$ cat src/fdx_pkg.sv
// flanger delay effect: shared constants, register codes, multiply unit control types
// and the sine quarter-wave generator function
// no dependencies
`default_nettype none

package fdx_pkg;

	// default sizes for the top level parameters
	localparam int MAX_DELAY_DEF       = 1024;
	localparam int SAMPLE_WIDTH_DEF    = 16;
	localparam int SINE_TABLE_BITS_DEF = 10;

	// configuration port
	localparam int CFG_IDX_W  = 4;
	localparam int CFG_DATA_W = 32;

	typedef enum logic [CFG_IDX_W-1:0] {
		REG_PHASE_STEP = 4'd0,
		REG_DEPTH      = 4'd1,
		REG_FB_GAIN    = 4'd2,
		REG_MIX        = 4'd3
	} fdx_reg_t;

	// register reset values
	localparam logic [30:0]        PHASE_STEP_RST = 31'd24347;
	localparam logic [9:0]         DEPTH_RST      = 10'd8;
	localparam logic signed [15:0] FB_GAIN_RST    = 16'sd9830;
	localparam logic [15:0]        MIX_RST        = 16'd16384;

	// gain and mix limits
	localparam logic signed [15:0] FB_LIMIT = 16'sd31129;
	localparam logic [15:0]        MIX_ONE  = 16'd32768;

	// multiplier operand width of the bit-serial unit (signed)
	localparam int MB_W = 17;

	typedef struct packed {
		logic start;
		logic keep;
	} fdx_mac_ctl_t;

	typedef struct packed {
		logic busy;
		logic done;
	} fdx_mac_sts_t;

	// one quarter-wave sine point, u in 0..2^(stb-2), Q15 output clamped to 0..32767
	function automatic logic [14:0] sine_quarter(input int u, input int stb);
		longint x;
		longint x2;
		longint x3;
		longint x5;
		longint s;
		x  = longint'(u) <<< (17 - stb);
		x2 = (x * x + 64'sd16384) >>> 15;
		x3 = (x2 * x + 64'sd16384) >>> 15;
		x5 = (x3 * x2 + 64'sd16384) >>> 15;
		s  = (64'sd51472 * x - 64'sd21167 * x3 + 64'sd2611 * x5 + 64'sd16384) >>> 15;
		if (s < 0) s = 0;
		if (s > 32767) s = 32767;
		return 15'(s);
	endfunction

endpackage

`default_nettype wire

$ cat src/fdx_smac.sv
// flanger delay effect: bit-serial multiply-accumulate, one multiplier bit per cycle
// signed multiplicand times signed MB_W-bit multiplier; depends on fdx_pkg
`default_nettype none

module fdx_smac #(
	parameter int A_W   = 17,
	parameter int ACC_W = 35
) (
	input  logic                     clk,
	input  logic                     arst_n,
	input  fdx_pkg::fdx_mac_ctl_t    ctl,
	input  logic signed [A_W-1:0]    mcand,
	input  logic signed [fdx_pkg::MB_W-1:0] mplier,
	output fdx_pkg::fdx_mac_sts_t    sts,
	output logic signed [ACC_W-1:0]  acc
);
	import fdx_pkg::*;

	localparam int CNT_W = $clog2(MB_W + 1);

	logic signed [ACC_W-1:0] acc_q;
	logic signed [ACC_W-1:0] mcand_q;
	logic [MB_W-1:0]         mplier_q;
	logic [CNT_W-1:0]        cnt_q;
	logic                    done_q;
	logic                    last_bit;

	// the sign bit of the multiplier carries negative weight
	assign last_bit = (cnt_q == CNT_W'(1));

	// control state
	always_ff @(posedge clk or negedge arst_n) begin
		if (!arst_n) begin
			cnt_q  <= '0;
			done_q <= 1'b0;
		end else begin
			done_q <= 1'b0;
			if (ctl.start) begin
				cnt_q <= CNT_W'(MB_W);
			end else if (cnt_q != '0) begin
				cnt_q <= cnt_q - 1'b1;
				if (last_bit) done_q <= 1'b1;
			end
		end
	end

	// shift and add datapath
	always_ff @(posedge clk) begin
		if (ctl.start) begin
			mcand_q  <= ACC_W'(mcand);
			mplier_q <= mplier;
			if (!ctl.keep) acc_q <= '0;
		end else if (cnt_q != '0) begin
			if (mplier_q[0]) begin
				if (last_bit) acc_q <= acc_q - mcand_q;
				else acc_q <= acc_q + mcand_q;
			end
			mcand_q  <= mcand_q <<< 1;
			mplier_q <= mplier_q >> 1;
		end
	end

	assign sts.busy = (cnt_q != '0);
	assign sts.done = done_q;
	assign acc      = acc_q;

endmodule

`default_nettype wire

$ cat config.mk
export PLATFORM = sky130hd
export DESIGN_NAME = fdx_smac
export DESIGN_NICKNAME = d
export VERILOG_FILES = /design/src/fdx_pkg.sv /design/src/fdx_smac.sv
export SDC_FILE = /design/constraint.sdc
export NUM_CORES = 1
export LEC_CHECK = 0
export BUFFER_PORTS_ARGS = -buffer_cell sky130_fd_sc_hd__buf_2
export CAP_MARGIN = 10
export CORE_MARGIN = 2
export CORE_UTILIZATION = 55
export CTS_BUF_LIST = sky130_fd_sc_hd__clkbuf_8
export CTS_CLUSTER_SIZE = 20
export DETAILED_ROUTE_END_ITERATION = 8
export PLACE_DENSITY = 0.76
export SYNTH_ARGS = -nofsm -noshare
export SYNTH_HDL_FRONTEND = slang
export SYNTH_SLANG_ARGS = --single-unit
$ cat constraint.sdc
create_clock -name clk -period 9.8 [get_ports clk]
set_clock_uncertainty 0.1 [all_clocks]
set_input_delay 0.49 -clock clk [delete_from_list [all_inputs] [get_ports clk]]
set_output_delay 0.49 -clock clk [all_outputs]
set_load 0.1 [all_outputs]
==> results.md, run 1 <==
* Number of antenna cells inserted at 0
* Area of placed instances at approximately 6900 µm²
* Clock latency at the later pin of the worst-skew pair at 0.38 ns
* Root Driver: sky130_fd_sc_hd__clkbuf_8
* Post-synth ARST share at 0.0645
* Syn Inst Count at roughly 650
* Tot Pwr at 2.16 mW
* Unrepaired setup endpoints after global routing: no
* P&R area growth vs syn at 11.1%
* TritonCTS clock tree: yes
* Final hold vios at 0
* Pin count of the biggest net entering global routing at 79
* Minimum clock period at 4.54 ns
* Net count after synthesis at 726
* Max-slew violations at 0
* Port Buffers at 74
* Critical path peak fanout at 7
* Capture point of the worst reg-to-reg path: acc[34]
* CP endpoint kind: flip-flop
* Number of antenna violations at the first check in global routing at 0
* Remaining antenna violation count at 0
* H-tree level count at 3
* Relative contribution of the clock network to total power at 0.141
* Final weighted congestion of routability-driven global placement at 0.903
* Total global-route track usage at 0.245
* I/O pin cnt at 75
* Post-route design area at 7150 µm²
* Post-synth EDFFs at 87
* Clock sink total at between 90 and 100
* Run status: completed
* Post-synthesis register bit count at 93
* Dominant combinational cell family by area after synthesis: compound AO/OA/AOI/OAI gates
* Residual overflow from global routing at 0
* Cell Int Power at 1.08 mW
* DRC violation count after routing at 0
* Initial core utilization at 0.564
* Die Outline Area at 12600 µm²
* Power share of the combinational group at 0.578
* Synthesized cell area at 6440 µm²
* Clock input transition at the sequential cells of the worst setup and hold paths at 0.10 ns
* Synth Area in Simple Gates at 0.151
* Top delay family on crit path: simple AND/OR/NAND/NOR gates
* Adder-Cell Fraction of Synth Area at 0.0770
* TNS Setup at 0 ns
* Number of nets in the finished design at between 700 and 800
* Sequential fraction of design power at 0.281
* Type of origin of the critical path: flip-flop
* Post-Syn Area per Cell at about 10 µm²
* Critical hold path startpoint: mcand[2]
* Area of the core at 11400 µm²
* Vias per Instance at roughly 5.9
* Via Count at 5098
* Share of synthesized area occupied by flip-flops and latches at 0.429
* Count of distinct cell types in the synthesized netlist at 60
* Commonest non-fill, non-tap cell in the layout: sky130_fd_sc_hd__edfxtp_1
* Standard-cell row count at 39
* Drt pass-1 iters at 5
* CTS buffer count at 9
* Lkg Pwr at 2.97 nW
* Layout cell share with drive strength beyond 1 at 0.203
* Parity-gate share of the synthesized area counting xor and xnor cells at 0.0735
* Highest ir drop seen on vdd at 177 µV
* Critical path buffer and inverter count at 0
* Setup slack of the most critical reg-to-reg path at 5.26 ns
* Synthesis Warnings at 0
* Switch Pwr at 1.08 mW
* CP required at 9.84 ns
* Critical setup path kind: flip-flop to flip-flop
* Net switching fraction of the power at 0.499
* Slowest library cell on the worst path: sky130_fd_sc_hd__or4_4
* DRC marker count from the first detailed-route iteration at between 300 and 400
* Crit path largest cell delay at 0.61 ns
* Most used cells in the layout excluding fill and tap cells: 87 x sky130_fd_sc_hd__edfxtp_1, 73 x sky130_fd_sc_hd__buf_2, 57 x sky130_fd_sc_hd__nor2_1
* Detailed Route WL at 15000 µm
* Hold EP: mcand_q[2]
* Final setup violation count at 0
* Share of synthesized area spent on multiplexers at 0.0643
* Routed length per placed instance at approximately 18 µm
* Worst hold path depth at 3
* Most used DFF post-synth: sky130_fd_sc_hd__edfxtp_1
* Height of the chip at 112 µm
* Cell Pwr Density at 302 nW/µm²
* Detailed Place HPWL at 11300 µm
* Cells along the critical path: or4_4, nor4_4, and3_1, and2_2, a31oi_1, xnor2_1, ha_1, a21oi_1, nand2_1, a211o_1, a311oi_1, a21boi_0, o21ai_0, mux2_2
* Wire length of the first global-routing pass at about 25000 µm
* Synthesized-area fraction occupied by ao, oa, aoi and oai cells at 0.169
* Length in cells of the worst reg-to-reg path at 14
* Class of the tightest hold or removal check: input port to flip-flop
* Number of global-route vias before repair at 4961
* Max transition margin at 0.456
* Horiz. Die Dim at ~110 µm
* FF-to-FF Start: mcand_q[4]
* Measured slew at the worst slew-check pin at just over 0.8 ns
* Arrival time at the worst endpoint at 4.58 ns
* Reported max-cap violation count at 0
* Deepest clock path buffer count at 2
* Post-route fraction of the period consumed by the critical path at 0.464
* Highest achievable clock rate at 220 MHz
[cells in the mapped netlist, types with 4 or more instances]
library cell / number / area, µm²
sky130_fd_sc_hd__nand2_1: 45 / 169
sky130_fd_sc_hd__dfrtp_1: 6 / 150
sky130_fd_sc_hd__mux2_2: 35 / 394
sky130_fd_sc_hd__xor2_1: 14 / 123
sky130_fd_sc_hd__nor3_1: 18 / 90.1
sky130_fd_sc_hd__o21ai_0: 48 / 240
sky130_fd_sc_hd__ha_1: 38 / 475
sky130_fd_sc_hd__inv_1: 32 / 120
sky130_fd_sc_hd__o21bai_1: 6 / 45.0
sky130_fd_sc_hd__nor2_1: 57 / 214
sky130_fd_sc_hd__a21o_1: 15 / 113
sky130_fd_sc_hd__a21oi_1: 50 / 250
sky130_fd_sc_hd__and2_1: 5 / 31.3
sky130_fd_sc_hd__clkbuf_1: 24 / 90.1
sky130_fd_sc_hd__a31oi_1: 11 / 68.8
sky130_fd_sc_hd__nand4_1: 10 / 62.6
sky130_fd_sc_hd__nor2b_1: 13 / 81.3
sky130_fd_sc_hd__edfxtp_1: 87 / 2610
sky130_fd_sc_hd__nand3_1: 13 / 65.1
sky130_fd_sc_hd__o211ai_1: 5 / 37.5
sky130_fd_sc_hd__o21a_1: 9 / 67.6
sky130_fd_sc_hd__o31ai_1: 4 / 30.0
sky130_fd_sc_hd__xnor2_1: 40 / 350
sky130_fd_sc_hd__and3_1: 5 / 31.3
sky130_fd_sc_hd__buf_1: 4 / 15.0
[flip-flops by register name (all words and copies together), names as in the netlist]
signal    count
acc          35
cnt_q         5
done_q        1
mcand_q      35
mplier_q     17
[area by class of cell]
type	instances	area [µm²]
Tap cell	143	179
Clock buffer	9	124
Sequential cell	93	2760
Clock inverter	7	105
Fill cell	984	4260
Timing Repair Buffer	78	405
Inverter	32	120
Multi-Input combinational cell	495	3460
[how the worst max path moves through the flow]
stage | from | to | slack (ns) | cells past startpoint
5_1_grt | mcand_q[4] | acc[34] | 4.88 | 14
3_3_place_gp | mcand_q[4] | acc[34] | 5.44 | 15
6_report | mcand_q[4] | acc[34] | 5.26 | 14
4_1_cts | mcand_q[4] | acc[34] | 5.29 | 14
2_1_floorplan | mcand_q[4] | acc[34] | 5.75 | 15
3_5_place_dp | mcand_q[4] | acc[34] | 5.31 | 14
[power groups by stage]
stage	logic [mW]	registers, mW	clock network (mW)
after CTS	1.24	0.607	0.311
final	1.25	0.608	0.305
after global placement	1.22	0.612	0
after global routing	1.36	0.617	0.324
after floorplan	0.681	0.940	0
after detailed placement	1.24	0.616	0
[tightest hold or removal path, delay by kind of cell]
family	cells	cell delay [ns]
buffers and inverters	1	0.07
AO/OA/AOI/OAI	1	0.05
AND/OR/NAND/NOR	1	0.04
[kinds of logic after synthesis]
family,count (synthesis)
flops,93
buf+inv,61
fa+ha+maj,39
simple gates,191
xor+xnor,54
compound gates,174
mux,37
[what timing repair did]
item | CTS | global route
hold endpoints to repair | 6 | 0
setup buffers | 0 | 0
endpoints found under the setup margin | 0 | 0
hold buffers | 1 | 0
gates resized for setup | 0 | 0
[metrics by stage]
| stage | hold WS [ns] | cells | setup slack (ns) | util |
|---|---|---|---|---|
| after global routing | 0.290 | 857 | 4.88 | 0.627 |
| final | 0.292 | 857 | 5.26 | 0.627 |
| after CTS | 0.272 | 857 | 5.29 | 0.627 |
| after detailed placement | 0.223 | 840 | 5.31 | 0.606 |
| after floorplan | 0.0944 | 649 | 5.75 | - |
| after global placement | 0.224 | 840 | 5.44 | 0.606 |
[metal layers]
| layer | global-route usage | routed length [µm] | vias to the layer above |
|---|---|---|---|
| met5 | 0 | 0 | - |
| met4 | 0.0854 | 253 | 0 |
| met3 | 0.0383 | 852 | 23 |
| met2 | 0.372 | 6790 | 168 |
| met1 | 0.360 | 7130 | 2392 |
| li1 | - | - | 2515 |
Power figures use the tool's default switching activity.
==> inputs of run 2 (changes only) <==
- PLACE_DENSITY: 0.76 -> 0.79
- clock period: 9.8 -> 4.1 ns (I/O delays scaled with it)
==> run 2 against run 1 <==
  * The flow now finishes with violations (setup timing)
  * Core utilization up 5.7 points
  * Sequential share of layout area is 3.2 points lower
  * Register-to-register slack worse by 5.3 ns
  * Final cell count grew 5.8%
  * Worst setup slack lost 5.3 ns
  * Wire length is 7.1% higher
  * Total power grew to 2.6 times the previous value
  * Global-route usage is 0.58 points higher
  * Via count grew 5.4%
  * Sequential power increased by 140%
  * First-iteration DRC count up 15%
  * Critical path type unchanged
  * Largest cell class unchanged
  * Largest power group unchanged
  * Highest routed layer unchanged
==> results.md, run 2 (synthesis gave the netlist of run 1 again) <==
* Detailed Route WL at 16100 µm (+7.1%)
* Via Count at 5372 (+5.4%)
* Final Core Density at 0.683 (+0.0569)
* Deepest clock path buffer count at 2 (unchanged)
* Detailed Place HPWL at 11700 µm (+3.8%)
* Vias per Instance at 5.92 (-0.43%)
* Wire length of the first global-routing pass at 25400 µm (+2.4%)
* TNS Setup at -0.0135 ns (-0.0135 ns)
* CP endpoint kind: flip-flop
* Remaining antenna violation count at 0 (unchanged)
* P&R area growth vs syn at 21.2%
* Area of placed instances at 7170 µm² (+3.7%)
* Clock sink total at 93 (unchanged)
* Hold slack final at 0.0210 ns (-0.271 ns)
* Class of the tightest hold or removal check: input port to flip-flop
* Highest ir drop seen on vdd at 533 µV (+200%)
* Horiz. Die Dim at 112 µm (unchanged)
* Die Outline Area at 12600 µm² (unchanged)
* Type of origin of the critical path: flip-flop
* Root Driver: sky130_fd_sc_hd__clkbuf_8
* CTS buffer count at 9 (unchanged)
* DRC marker count from the first detailed-route iteration at 416 (+15%)
* Tot Pwr at 5.53 mW (+160%)
* Number of fill cells in the layout at 914 (-7.1%)
* Port Buffers at 74 (unchanged)
* Final hold vios at 0 (unchanged)
* Max-slew violations at 0 (unchanged)
* Initial core utilization at 0.564 (unchanged)
* Routed length per placed instance at 17.8 µm (+1.2%)
* Unrepaired setup endpoints after global routing: yes
* Standard-cell row count at 39 (unchanged)
* Layout cell share with drive strength beyond 1 at 0.314 (+0.111)
* Final weighted congestion of routability-driven global placement at 0.908 (+0.53%)
* Reported max-cap violation count at 0 (unchanged)
* Number of antenna violations at the first check in global routing at 0 (unchanged)
* Worst slack at placement at -0.0997 ns (-5.41 ns)
* CP required at 4.14 ns (-5.70 ns)
* Area of the core at 11400 µm² (unchanged)
* Clock input transition at the sequential cells of the worst setup and hold paths at 0.09 ns (about the same)
* I/O pin cnt at 75 (unchanged)
* Commonest non-fill, non-tap cell in the layout: sky130_fd_sc_hd__edfxtp_1
* Residual overflow from global routing at 0 (unchanged)
* Post-route design area at 7800 µm² (+9.1%)
* Violated checks: setup timing
* DRC violation count after routing at 0 (unchanged)
* Final setup margin at -0.0135 ns (-5.27 ns)
* H-tree level count at 3 (unchanged)
* Layout Cells excl Fill at 907 (+5.8%)
* Final setup violation count at 1 (+1)
* Highest achievable clock rate at 243 MHz (+10%)
* Clock latency at the later pin of the worst-skew pair at 0.38 ns (about the same)
* Drt pass-1 iters at 5 (unchanged)
* Run status: finished, violations left
* Pin count of the biggest net entering global routing at 103 (+30%)
* Number of nets in the finished design at 836 (+6.4%)
* Critical path peak fanout at 8 (+1)
* Most used cells in the layout excluding fill and tap cells: 87 x sky130_fd_sc_hd__edfxtp_1, 73 x sky130_fd_sc_hd__buf_2, 56 x sky130_fd_sc_hd__nor2_1
* Number of global-route vias before repair at 5239 (+5.6%)
* Arrival time at the worst endpoint at 4.15 ns (-0.43 ns)
* Lkg Pwr at 3.28 nW (+10%)
* Placed Instances at 874 (+4.0%)
* Total global-route track usage at 0.251 (+0.00580)
* Post-route fraction of the period consumed by the critical path at 1.00 (+0.540)
* Minimum clock period at 4.11 ns (-0.430 ns)
* Measured slew at the worst slew-check pin at 1.04 ns (+0.227 ns)
* Cell Pwr Density at 709 nW/µm² (+130%)
* TritonCTS clock tree: yes
* Critical setup path kind: flip-flop to flip-flop
* Height of the chip at 112 µm (unchanged)
* Max transition margin at 0.305 (-0.151)
* Number of antenna cells inserted at 0 (unchanged)
==> run 2: cell types whose count changed in the layout (fill, tap and decap cells not counted), moves of 9 or more <==
cell,previous run,this run
sky130_fd_sc_hd__buf_4,4,51
sky130_fd_sc_hd__a21oi_1,50,35
sky130_fd_sc_hd__a21oi_2,0,14
sky130_fd_sc_hd__o21ai_0,47,34
sky130_fd_sc_hd__ha_1,38,29
sky130_fd_sc_hd__o21ai_1,0,9
==> run 2: final cells by class <==
cell class                      instances  area, µm²  share of cell area
Timing Repair Buffer                  128        790               0.101
Sequential cell                        93       2760               0.354
Clock buffer                            9        124              0.0159
Clock inverter                          7       70.1             0.00898
Inverter                               32        120              0.0154
Multi-Input combinational cell        495       3760               0.482
Tap cell                              143        179              0.0229
==> run 2: worst max-delay path, cell delays in order (launching register included) <==
cell,delay [ns]
sky130_fd_sc_hd__edfxtp_1,0.39
sky130_fd_sc_hd__or4_4,0.58
sky130_fd_sc_hd__nor4_4,0.25
sky130_fd_sc_hd__buf_4,0.18
sky130_fd_sc_hd__buf_4,0.10
sky130_fd_sc_hd__a21oi_1,0.09
sky130_fd_sc_hd__xnor2_2,0.17
sky130_fd_sc_hd__ha_2,0.41
sky130_fd_sc_hd__and3_1,0.21
sky130_fd_sc_hd__o2111ai_1,0.21
sky130_fd_sc_hd__a21oi_2,0.25
sky130_fd_sc_hd__o211ai_1,0.17
sky130_fd_sc_hd__o41a_1,0.47
sky130_fd_sc_hd__mux2_2,0.30
==> run 2: routing by layer <==
layer / GRT usage / vias up / wire (µm)
met1: 0.342 / 2565 / 7240
met3: 0.0437 / 25 / 949
met5: 0 / - / 0
met2: 0.400 / 173 / 7540
li1: - / 2609 / -
met4: 0.102 / 0 / 377
==> run 2: path summary, 6_finish.rpt <==
kind	from	end	slack, ns	cells after the start
worst max-delay path	mcand_q[5]	acc[32]	-0.01	13
worst min-delay path	mplier[1]	mplier_q[1]	0.02	2
worst max register to register	mcand_q[5]	acc[32]	-0.01	13
worst min register to register	cnt_q[4]	cnt_q[4]	0.44	1
max in group asynchronous	arst_n	cnt_q[4]	3.65	2
min in group asynchronous	arst_n	cnt_q[0]	0.09	2
==> run 2: timing repair <==
action                                  CTS  global route
endpoints found under the hold margin     8             0
gates cloned                              0             0
setup buffers                             0            15
pin swaps                                 2            30
endpoints found under the setup margin    4            13
hold buffers                              3             0
resized for setup                         7            68
==> run 2: power by group <==
group | internal, mW | switching (mW)
Combinational | 1.19 | 2.26
Clock | 0.280 | 0.347
Sequential | 1.31 | 0.147
Total | 2.78 | 2.76
